### config.mk
export PLATFORM = sky130hd
export DESIGN_NAME = signed_time_value_alu_top
export DESIGN_NICKNAME = d
export VERILOG_FILES = /design/src/rtl/core/stva_pkg.sv /design/src/rtl/core/stva_norm.sv /design/src/rtl/core/stva_comb.sv /design/src/rtl/core/signed_time_value_alu_top.sv
export VERILOG_INCLUDE_DIRS = /design/src /design/src/rtl/core
export SDC_FILE = /design/constraint.sdc
export NUM_CORES = 2
export LEC_CHECK = 0
export ABC_AREA = 1
export CAP_MARGIN = 10
export CORE_UTILIZATION = 35
export DETAILED_ROUTE_END_ITERATION = 12
export DONT_BUFFER_PORTS = 1
export PLACE_DENSITY_LB_ADDON = 0.1
export SLEW_MARGIN = 5
export SYNTH_ARGS = -nofsm -noshare
export SYNTH_HDL_FRONTEND = slang
export SYNTH_SLANG_ARGS = --single-unit
export TNS_END_PERCENT = 10
### constraint.sdc
create_clock -name clk -period 26.5 [get_ports clk]
set_input_delay 5.3 -clock clk [delete_from_list [all_inputs] [get_ports clk]]
set_output_delay 5.3 -clock clk [all_outputs]
set_load 0.02 [all_outputs]
### src/rtl/core/signed_time_value_alu_top_macros.svh
// assertion macros for the signed time value alu
// expects clk and rst_n in the scope that uses them
`ifndef SIGNED_TIME_VALUE_ALU_TOP_MACROS_SVH
`define SIGNED_TIME_VALUE_ALU_TOP_MACROS_SVH

// same-cycle implication
`define STVA_ASSERT_NOW(lbl, ante, cons, msg) \
    lbl: assert property (@(posedge clk) disable iff (!rst_n) (ante) |-> (cons)) \
        else $error(msg);

// next-cycle implication
`define STVA_ASSERT_NEXT(lbl, ante, cons, msg) \
    lbl: assert property (@(posedge clk) disable iff (!rst_n) (ante) |=> (cons)) \
        else $error(msg);

`endif

### src/rtl/core/stva_pkg.sv
// shared types and constants for the signed time value alu
// no dependencies
package stva_pkg;

    localparam int SEC_BITS_DEF = 32;
    localparam int IN_BITS      = 32;
    localparam int OP_BITS      = 33;
    localparam int CMD_BITS     = 3;
    localparam int SIGN_BITS    = 2;
    localparam int USEC_BITS    = 21;
    localparam int Q_BITS       = 23;
    localparam int R_BITS       = 20;
    localparam int RECIP_SHIFT  = 32;
    localparam int PIPE_DEPTH   = 6;

    localparam logic [Q_BITS-1:0] RECIP_US = 23'd4295;
    localparam logic [Q_BITS-1:0] RECIP_MS = 23'd4294968;
    localparam logic [R_BITS-1:0] USEC_PER_SEC = 20'd1000000;
    localparam logic [R_BITS-1:0] USEC_PER_MS  = 20'd1000;

    typedef enum logic [CMD_BITS-1:0] {
        CMD_ADD    = 3'd0,
        CMD_SUB    = 3'd1,
        CMD_ADD_MS = 3'd2,
        CMD_CMP    = 3'd3,
        CMD_NORM   = 3'd4
    } cmd_t;

    typedef enum logic [SIGN_BITS-1:0] {
        SIGN_NEG  = 2'd0,
        SIGN_ZERO = 2'd1,
        SIGN_POS  = 2'd2
    } sign_t;

    typedef struct packed {
        logic add_b;
        logic is_cmp;
    } ctl_t;

endpackage

### src/rtl/core/stva_norm.sv
// three-stage operand normalizer: reciprocal divide of microseconds (or milliseconds),
// remainder correction, sign fix-up and seconds wrap
// depends on stva_pkg
module stva_norm #(
    parameter int SEC_BITS = stva_pkg::SEC_BITS_DEF
) (
    input  logic                                  clk,
    input  logic                                  en,
    input  logic                                  ms_mode,
    input  logic signed [stva_pkg::OP_BITS-1:0]   op_sec,
    input  logic signed [stva_pkg::OP_BITS-1:0]   op_usec,
    output logic signed [SEC_BITS-1:0]            sec,
    output logic signed [stva_pkg::USEC_BITS-1:0] usec,
    output logic                                  ovf
);

    localparam int OP        = stva_pkg::OP_BITS;
    localparam int QB        = stva_pkg::Q_BITS;
    localparam int RB        = stva_pkg::R_BITS;
    localparam int UB        = stva_pkg::USEC_BITS;
    localparam int MAG_BITS  = OP - 1;
    localparam int PROD_BITS = stva_pkg::RECIP_SHIFT + QB;
    localparam int QD_BITS   = QB + RB;
    localparam int DIFF_BITS = MAG_BITS + 3;
    localparam int SW        = SEC_BITS + 3;
    localparam logic signed [UB-1:0] USEC_S = $signed({1'b0, stva_pkg::USEC_PER_SEC});

    // stage 1: magnitude times reciprocal
    logic                 neg1;
    logic [OP-1:0]        abs1;
    logic [MAG_BITS-1:0]  mag1;
    logic [QB-1:0]        recip1;
    logic [PROD_BITS-1:0] prod1;

    logic signed [OP-1:0] s1_sec_reg;
    logic                 s1_neg_reg;
    logic                 s1_ms_reg;
    logic [MAG_BITS-1:0]  s1_mag_reg;
    logic [QB-1:0]        s1_q_reg;

    assign neg1   = !ms_mode && op_usec[OP-1];
    assign abs1   = neg1 ? -op_usec : op_usec;
    assign mag1   = abs1[MAG_BITS-1:0];
    assign recip1 = ms_mode ? stva_pkg::RECIP_MS : stva_pkg::RECIP_US;
    assign prod1  = PROD_BITS'(mag1) * PROD_BITS'(recip1);

    always_ff @(posedge clk)
    begin
        if (en)
        begin
            s1_sec_reg <= op_sec;
            s1_neg_reg <= neg1;
            s1_ms_reg  <= ms_mode;
            s1_mag_reg <= mag1;
            s1_q_reg   <= prod1[stva_pkg::RECIP_SHIFT +: QB];
        end
    end

    // stage 2: remainder and quotient correction
    logic [RB-1:0]               div2;
    logic [QD_BITS-1:0]          qd2;
    logic signed [DIFF_BITS-1:0] diff2;
    logic [QB-1:0]               q2;
    logic [RB-1:0]               r2;

    logic signed [OP-1:0] s2_sec_reg;
    logic                 s2_neg_reg;
    logic                 s2_ms_reg;
    logic [QB-1:0]        s2_q_reg;
    logic [RB-1:0]        s2_r_reg;

    assign div2  = s1_ms_reg ? stva_pkg::USEC_PER_MS : stva_pkg::USEC_PER_SEC;
    assign qd2   = QD_BITS'(s1_q_reg) * QD_BITS'(div2);
    assign diff2 = $signed(DIFF_BITS'(s1_mag_reg)) - $signed(qd2[DIFF_BITS-1:0]);

    always_comb
    begin
        if (diff2[DIFF_BITS-1])
        begin
            q2 = s1_q_reg - QB'(1);
            r2 = diff2[RB-1:0] + div2;
        end
        else
        begin
            q2 = s1_q_reg;
            r2 = diff2[RB-1:0];
        end
    end

    always_ff @(posedge clk)
    begin
        if (en)
        begin
            s2_sec_reg <= s1_sec_reg;
            s2_neg_reg <= s1_neg_reg;
            s2_ms_reg  <= s1_ms_reg;
            s2_q_reg   <= q2;
            s2_r_reg   <= r2;
        end
    end

    // stage 3: signed fold into seconds, sign fix-up, wrap, or ms remainder to usec
    logic signed [QB:0]     qs3;
    logic signed [UB-1:0]   rs3;
    logic signed [SW-1:0]   s3;
    logic signed [SW-1:0]   sf3;
    logic signed [UB-1:0]   uf3;
    logic [SEC_BITS-1:0]    w3;
    logic [2*RB-1:0]        msu3;
    logic signed [SEC_BITS-1:0] sec3;
    logic signed [UB-1:0]   usec3;
    logic                   ovf3;

    logic signed [SEC_BITS-1:0] sec_reg;
    logic signed [UB-1:0]       usec_reg;
    logic                       ovf_reg;

    assign qs3 = s2_neg_reg ? -$signed({1'b0, s2_q_reg}) : $signed({1'b0, s2_q_reg});
    assign rs3 = s2_neg_reg ? -$signed({1'b0, s2_r_reg}) : $signed({1'b0, s2_r_reg});
    assign s3  = SW'(s2_sec_reg) + SW'(qs3);

    always_comb
    begin
        if (s3 > 0 && rs3 < 0)
        begin
            sf3 = s3 - SW'(1);
            uf3 = rs3 + USEC_S;
        end
        else if (s3 < 0 && rs3 > 0)
        begin
            sf3 = s3 + SW'(1);
            uf3 = rs3 - USEC_S;
        end
        else
        begin
            sf3 = s3;
            uf3 = rs3;
        end
    end

    assign w3   = sf3[SEC_BITS-1:0];
    assign msu3 = (2*RB)'(s2_r_reg) * (2*RB)'(stva_pkg::USEC_PER_MS);

    always_comb
    begin
        if (s2_ms_reg)
        begin
            sec3  = $signed({{(SEC_BITS-QB){1'b0}}, s2_q_reg});
            usec3 = $signed({1'b0, msu3[RB-1:0]});
            ovf3  = 1'b0;
        end
        else
        begin
            sec3  = $signed(w3);
            usec3 = uf3;
            ovf3  = (SW'($signed(w3)) != sf3);
        end
    end

    always_ff @(posedge clk)
    begin
        if (en)
        begin
            sec_reg  <= sec3;
            usec_reg <= usec3;
            ovf_reg  <= ovf3;
        end
    end

    assign sec  = sec_reg;
    assign usec = usec_reg;
    assign ovf  = ovf_reg;

endmodule

### src/rtl/core/stva_comb.sv
// two-stage combiner: operand sum with microsecond carry and compare,
// then sign fix-up, seconds wrap and sign code
// depends on stva_pkg
module stva_comb #(
    parameter int SEC_BITS = stva_pkg::SEC_BITS_DEF
) (
    input  logic                                  clk,
    input  logic                                  en,
    input  stva_pkg::ctl_t                        ctl,
    input  logic signed [SEC_BITS-1:0]            a_sec,
    input  logic signed [stva_pkg::USEC_BITS-1:0] a_usec,
    input  logic                                  a_ovf,
    input  logic signed [SEC_BITS-1:0]            b_sec,
    input  logic signed [stva_pkg::USEC_BITS-1:0] b_usec,
    input  logic                                  b_ovf,
    output logic signed [stva_pkg::IN_BITS-1:0]   res_sec,
    output logic signed [stva_pkg::USEC_BITS-1:0] res_usec,
    output logic [stva_pkg::SIGN_BITS-1:0]        sign_code,
    output logic                                  overflow
);

    localparam int UB = stva_pkg::USEC_BITS;
    localparam int SW = SEC_BITS + 2;
    localparam logic signed [UB-1:0] USEC_S = $signed({1'b0, stva_pkg::USEC_PER_SEC});
    localparam logic signed [UB:0]   USEC_W = $signed({2'b00, stva_pkg::USEC_PER_SEC});

    // stage 4: sum and carry, compare
    logic signed [SW-1:0] sum_s4;
    logic signed [UB:0]   sum_u4;
    logic signed [SW-1:0] s4;
    logic signed [UB-1:0] u4;
    stva_pkg::sign_t      cmp4;
    logic                 ovf4;

    logic signed [SW-1:0] s4_s_reg;
    logic signed [UB-1:0] s4_u_reg;
    logic                 s4_ovf_reg;
    stva_pkg::sign_t      s4_cmp_reg;
    logic                 s4_is_cmp_reg;
    logic                 s4_add_b_reg;

    assign sum_s4 = SW'(a_sec) + SW'(b_sec);
    assign sum_u4 = (UB+1)'(a_usec) + (UB+1)'(b_usec);

    always_comb
    begin
        if (!ctl.add_b)
        begin
            s4 = SW'(a_sec);
            u4 = a_usec;
        end
        else if (sum_u4 >= USEC_W)
        begin
            s4 = sum_s4 + SW'(1);
            u4 = UB'(sum_u4 - USEC_W);
        end
        else if (sum_u4 <= -USEC_W)
        begin
            s4 = sum_s4 - SW'(1);
            u4 = UB'(sum_u4 + USEC_W);
        end
        else
        begin
            s4 = sum_s4;
            u4 = UB'(sum_u4);
        end
    end

    always_comb
    begin
        if (a_sec > b_sec)
            cmp4 = stva_pkg::SIGN_POS;
        else if (a_sec < b_sec)
            cmp4 = stva_pkg::SIGN_NEG;
        else if (a_usec > b_usec)
            cmp4 = stva_pkg::SIGN_POS;
        else if (a_usec < b_usec)
            cmp4 = stva_pkg::SIGN_NEG;
        else
            cmp4 = stva_pkg::SIGN_ZERO;
    end

    assign ovf4 = a_ovf | (b_ovf & (ctl.add_b | ctl.is_cmp));

    always_ff @(posedge clk)
    begin
        if (en)
        begin
            s4_s_reg      <= s4;
            s4_u_reg      <= u4;
            s4_ovf_reg    <= ovf4;
            s4_cmp_reg    <= cmp4;
            s4_is_cmp_reg <= ctl.is_cmp;
            s4_add_b_reg  <= ctl.add_b;
        end
    end

    // stage 5: sign fix-up, wrap, sign code
    logic signed [SW-1:0]       sf5;
    logic signed [UB-1:0]       uf5;
    logic signed [SEC_BITS-1:0] w5;
    logic                       ovf5;
    stva_pkg::sign_t            sign5;

    logic signed [stva_pkg::IN_BITS-1:0] res_sec_reg;
    logic signed [UB-1:0]                res_usec_reg;
    stva_pkg::sign_t                     sign_reg;
    logic                                ovf_reg;

    // a passed through unchanged keeps its wrapped seconds as they are
    always_comb
    begin
        if (s4_add_b_reg && s4_s_reg > 0 && s4_u_reg < 0)
        begin
            sf5 = s4_s_reg - SW'(1);
            uf5 = s4_u_reg + USEC_S;
        end
        else if (s4_add_b_reg && s4_s_reg < 0 && s4_u_reg > 0)
        begin
            sf5 = s4_s_reg + SW'(1);
            uf5 = s4_u_reg - USEC_S;
        end
        else
        begin
            sf5 = s4_s_reg;
            uf5 = s4_u_reg;
        end
    end

    assign w5   = $signed(sf5[SEC_BITS-1:0]);
    assign ovf5 = s4_ovf_reg | (SW'(w5) != sf5);

    always_comb
    begin
        if (s4_is_cmp_reg)
            sign5 = s4_cmp_reg;
        else if (w5 > 0 || (w5 == 0 && uf5 > 0))
            sign5 = stva_pkg::SIGN_POS;
        else if (w5 == 0 && uf5 == 0)
            sign5 = stva_pkg::SIGN_ZERO;
        else
            sign5 = stva_pkg::SIGN_NEG;
    end

    always_ff @(posedge clk)
    begin
        if (en)
        begin
            res_sec_reg  <= w5[stva_pkg::IN_BITS-1:0];
            res_usec_reg <= uf5;
            sign_reg     <= sign5;
            ovf_reg      <= ovf5;
        end
    end

    assign res_sec   = res_sec_reg;
    assign res_usec  = res_usec_reg;
    assign sign_code = sign_reg;
    assign overflow  = ovf_reg;

endmodule

### src/rtl/core/signed_time_value_alu_top.sv
// throughput: one request per cycle; six register stages (input, reciprocal multiply,
// remainder correction, operand fix-up, sum and carry, result) advance together
// and hold while the result register is stalled
// reset clears only the stage valid flags; payload registers are not reset
module signed_time_value_alu_top #(
    parameter int SEC_BITS = stva_pkg::SEC_BITS_DEF
) (
    input  logic                                  clk,
    input  logic                                  rst_n,
    input  logic                                  in_valid,
    output logic                                  in_stall,
    input  logic [stva_pkg::CMD_BITS-1:0]         cmd,
    input  logic signed [stva_pkg::IN_BITS-1:0]   a_sec,
    input  logic signed [stva_pkg::IN_BITS-1:0]   a_usec,
    input  logic signed [stva_pkg::IN_BITS-1:0]   b_sec,
    input  logic signed [stva_pkg::IN_BITS-1:0]   b_usec,
    input  logic [stva_pkg::IN_BITS-1:0]          extra_millis,
    output logic                                  out_valid,
    input  logic                                  out_stall,
    output logic signed [stva_pkg::IN_BITS-1:0]   res_sec,
    output logic signed [stva_pkg::USEC_BITS-1:0] res_usec,
    output logic [stva_pkg::SIGN_BITS-1:0]        sign_code,
    output logic                                  overflow
);

    localparam int OP    = stva_pkg::OP_BITS;
    localparam int UB    = stva_pkg::USEC_BITS;
    localparam int DEPTH = stva_pkg::PIPE_DEPTH;

    logic             en;
    logic             accept;
    logic [DEPTH-1:0] valid_reg;
    logic [DEPTH-1:0] valid_next;

    assign en        = !valid_reg[DEPTH-1] || !out_stall;
    assign in_stall  = !en;
    assign accept    = in_valid && en;
    assign out_valid = valid_reg[DEPTH-1];

    always_comb
    begin
        if (en)
            valid_next = {valid_reg[DEPTH-2:0], accept};
        else
            valid_next = valid_reg;
    end

    always_ff @(posedge clk or negedge rst_n)
    begin
        if (!rst_n)
            valid_reg <= '0;
        else
            valid_reg <= valid_next;
    end

    // input register
    logic [stva_pkg::CMD_BITS-1:0]       cmd_reg;
    logic signed [stva_pkg::IN_BITS-1:0] a_sec_reg;
    logic signed [stva_pkg::IN_BITS-1:0] a_usec_reg;
    logic signed [stva_pkg::IN_BITS-1:0] b_sec_reg;
    logic signed [stva_pkg::IN_BITS-1:0] b_usec_reg;
    logic [stva_pkg::IN_BITS-1:0]        ms_reg;

    always_ff @(posedge clk)
    begin
        if (en)
        begin
            cmd_reg    <= cmd;
            a_sec_reg  <= a_sec;
            a_usec_reg <= a_usec;
            b_sec_reg  <= b_sec;
            b_usec_reg <= b_usec;
            ms_reg     <= extra_millis;
        end
    end

    // command decode and second operand select
    stva_pkg::ctl_t       ctl0;
    logic                 b_ms0;
    logic signed [OP-1:0] b_sec0;
    logic signed [OP-1:0] b_usec0;

    always_comb
    begin
        ctl0    = '0;
        b_ms0   = 1'b0;
        b_sec0  = OP'(b_sec_reg);
        b_usec0 = OP'(b_usec_reg);
        case (cmd_reg)
            stva_pkg::CMD_ADD:
            begin
                ctl0.add_b = 1'b1;
            end
            stva_pkg::CMD_SUB:
            begin
                ctl0.add_b = 1'b1;
                b_sec0     = -OP'(b_sec_reg);
                b_usec0    = -OP'(b_usec_reg);
            end
            stva_pkg::CMD_ADD_MS:
            begin
                ctl0.add_b = 1'b1;
                b_ms0      = 1'b1;
                b_sec0     = '0;
                b_usec0    = $signed({1'b0, ms_reg});
            end
            stva_pkg::CMD_CMP:
            begin
                ctl0.is_cmp = 1'b1;
            end
            default:
            begin
                ctl0 = '0;
            end
        endcase
    end

    stva_pkg::ctl_t ctl1_reg;
    stva_pkg::ctl_t ctl2_reg;
    stva_pkg::ctl_t ctl3_reg;

    always_ff @(posedge clk)
    begin
        if (en)
        begin
            ctl1_reg <= ctl0;
            ctl2_reg <= ctl1_reg;
            ctl3_reg <= ctl2_reg;
        end
    end

    logic signed [SEC_BITS-1:0] na_sec;
    logic signed [UB-1:0]       na_usec;
    logic                       na_ovf;
    logic signed [SEC_BITS-1:0] nb_sec;
    logic signed [UB-1:0]       nb_usec;
    logic                       nb_ovf;

    stva_norm #(
        .SEC_BITS (SEC_BITS)
    ) u_norm_a (
        .clk     (clk),
        .en      (en),
        .ms_mode (1'b0),
        .op_sec  (OP'(a_sec_reg)),
        .op_usec (OP'(a_usec_reg)),
        .sec     (na_sec),
        .usec    (na_usec),
        .ovf     (na_ovf)
    );

    stva_norm #(
        .SEC_BITS (SEC_BITS)
    ) u_norm_b (
        .clk     (clk),
        .en      (en),
        .ms_mode (b_ms0),
        .op_sec  (b_sec0),
        .op_usec (b_usec0),
        .sec     (nb_sec),
        .usec    (nb_usec),
        .ovf     (nb_ovf)
    );

    stva_comb #(
        .SEC_BITS (SEC_BITS)
    ) u_comb (
        .clk       (clk),
        .en        (en),
        .ctl       (ctl3_reg),
        .a_sec     (na_sec),
        .a_usec    (na_usec),
        .a_ovf     (na_ovf),
        .b_sec     (nb_sec),
        .b_usec    (nb_usec),
        .b_ovf     (nb_ovf),
        .res_sec   (res_sec),
        .res_usec  (res_usec),
        .sign_code (sign_code),
        .overflow  (overflow)
    );

`include "signed_time_value_alu_top_macros.svh"

    `STVA_ASSERT_NOW(a_stall_only_when_full, in_stall, out_valid && out_stall, "input stalled without a blocked result")
    `STVA_ASSERT_NOW(a_usec_in_range, out_valid, ($signed(res_usec) < 21'sd1000000) && ($signed(res_usec) > -21'sd1000000), "result microseconds out of range")
    `STVA_ASSERT_NEXT(a_no_repeat, out_valid && !out_stall && !valid_reg[DEPTH-2], !out_valid, "result presented twice")

endmodule
==> key figures <==
Clocking
  • Clock slew at reported path FFs: 60 ps
  • Worst skew pair latency: 760 ps
  • CTS sink cnt: 719
  • Post-CTS setup repair buffer count: 0
  • Post-CTS sizing: 0
  • H-tree depth: 3
  • Maximum clock insertion buffer count: 3
  • Clock root buffer: clkbuf_16
  • Hold-fix buffers, CTS: 0
  • Total CTS buffers: 94
  • CTS tree: built

Logic synthesis
  • Syn_area_per_cell: 7.834 um2
  • Synth Area in Adders: 0.3055
  • Mapped cell area: 88,350 um2
  • Post-synthesis async set-or-reset flop share: 0.008345
  • Yosys warns: 0
  • Top_reg_cell synth: edfxtp_1
  • Synth Register Bits: 719
  • XOR/XNOR Fraction of Synth Area: 0.05036
  • Yosys cell types: 74
  • Mux cell area share after synthesis: 0.0004532
  • Sequential-to-total area share from yosys stat: 0.2440
  • Syn Inst Count: 11,280
  • Largest family of logic cells by synthesized area: adder cells
  • Post-synth EDFFs: 713
  • Compound-cell area share of the yosys netlist: 0.06716
  • Simple-gate share of the synthesized area: 0.2230

Global route
  • Initial antenna violation count: 22
  • Number of global-route vias before repair: 71,430
  • First-pass GRT wire length: 434.3 mm
  • Largest net degree at the start of global routing: 160
  • Total congestion overflow: 0
  • Total GRT Usage: 0.2209

STA
  • Final Cycle Share: 0.4290
  • Worst slew pin tran: 1122 ps
  • RSZ-0062 raised after global routing: no
  • Fmax: 87.95 MHz
  • Setup TNS: 0 ps
  • Skew final: 72.23 ps
  • Final WS setup: 15,130 ps
  • Endpoints failing hold: 0
  • Slew Limit Headroom: 0.2439
  • Final setup fails: 0
  • Minimum clock period: 11,370 ps
  • Max-slew violations: 0

Critical path
  • Crit. End Element: output port
  • Setup crit start kind: primary input
  • Max FO, Critical Path: 82
  • Critical Path Max Stage Delay: 440 ps
  • Worst Path Buf+Inv: 1
  • Reg2reg setup slack: 16,130 ps
  • CP Cell Sequence: nand2_8 > inv_1
  • Crit-path slowest cell: nand2_8
  • Setup CP Type: in2out
  • CP required: 21,200 ps
  • CP arrival: 6070 ps
  • Critical path's top delay family: simple AND/OR/NAND/NOR gates

Placement
  • Placed Cells: 14,540
  • Port Buffers: 0
  • Placer Congestion: 0.9210
  • Post-Place Setup Slack: 15,090 ps
  • DP HPWL: 242.4 mm

Die
  • Core box area: 251,200 um2
  • Rows: 184
  • Initial Util: 0.3517
  • Chip width: 504.4 um
  • I/O Pins: 225
  • Die Y: 504.4 um
  • Die area: 254,400 um2

Cells and area
  • Layout area overhead: 7.840%
  • Max FFs per register: 34
  • Fin nets: 13,180
  • Commonest non-fill, non-tap cell in the layout: nand2_1
  • Fillers: 26,350
  • Fin cells: 14,710
  • Most frequent cells in the layout: 2,612 x nand2_1, 2,355 x inv_1, 1,029 x ha_1
  • Layout cells sized above 1: 0.02835

Routing
  • Per-cell routed wire length: 19.36 um
  • Final WL: 284.9 mm
  • Via density: 4.908
  • Post-DRT Antenna Nets: 0
  • Drt pass-1 iters: 6
  • DRC: 0
  • 1st-iter DRT viols: 4,780
  • Via count: 72,210

Flow run
  • Max Cap Viol: 0

Status
  • Status: finished clean

Min path
  • Min-delay worst type: reg2reg
metal layers:
layer / global-route usage / routed length, um / vias to the layer above
li1: - / - / 35770
met1: 0.3220 / 140700 / 34620
met2: 0.3548 / 127800 / 1544
met3: 0.02110 / 10920 / 269
met4: 0.04201 / 5323 / 12
met5: 0 / 81 / -
per-stage QoR:
step	instance area (um2)	utilization	hold WS (ps)
2_1_floorplan	88380	-	400.3
3_3_place_gp	92260	0.3673	400.8
3_5_place_dp	92260	0.3673	404.5
4_1_cts	95260	0.3793	397.7
5_1_grt	95270	0.3793	407.4
6_report	95280	0.3793	393.5
kinds of logic (layout without fill, tap and decap cells):
logic type	Yosys count	after routing
AND/OR/NAND/NOR	4712	4712
buffers and inverters	2531	2605
adder cells (fa/ha/maj)	1734	1734
AO/OA/AOI/OAI	1078	1078
flip-flops	719	719
XOR/XNOR	497	497
multiplexers	4	4
other	2	16
final timing paths:
| check | end | startpoint | cells past startpoint |
|---|---|---|---|
| max | in_stall | out_stall | 2 |
| min | u_norm_a.s1_sec_reg[21] | a_sec_reg[21] | 0 |
| max reg2reg | u_norm_b.s1_q_reg[21] | cmd_reg[2] | 43 |
| min reg2reg | u_norm_a.s1_sec_reg[21] | a_sec_reg[21] | 0 |
| max in group asynchronous | valid_reg[2] | rst_n | 0 |
| min in group asynchronous | valid_reg[0] | rst_n | 0 |
cell type report:
class	count	area [um2]	area share
clock buffers	113	2424	0.02544
well taps	3348	4189	0.04397
multi-input cells	8034	57160	0.6000
repair buffers	48	385.4	0.004045
diodes	7	17.52	0.0001839
clock inverters	58	576.8	0.006054
flip-flops and latches	719	21560	0.2263
inverters	2386	8957	0.09402
synthesized netlist by cell type (20+ instances only):
cell / instances / area share
o211ai_1: 30 / 0.0025
edfxtp_1: 713 / 0.24
a21oi_1: 396 / 0.022
xnor2_1: 79 / 0.0078
nor2_1: 981 / 0.042
a31oi_1: 28 / 0.0020
fa_1: 705 / 0.16
buf_2: 36 / 0.0020
nor3_1: 192 / 0.011
o21ai_1: 49 / 0.0028
nand3b_1: 20 / 0.0017
nand2_2: 24 / 0.0017
inv_1: 2355 / 0.10
nand4_1: 153 / 0.011
o21bai_1: 25 / 0.0021
nand3_1: 571 / 0.032
nand2_1: 2613 / 0.11
xor2_1: 406 / 0.040
ha_1: 1029 / 0.15
nor4_1: 57 / 0.0040
o21a_1: 20 / 0.0017
o21ai_0: 424 / 0.024
inv_2: 23 / 0.00098
clkbuf_1: 76 / 0.0032
Power is left out: the tool's default activity adds up to more than one toggle a clock period on the data nets, which glitch-free logic cannot reach.
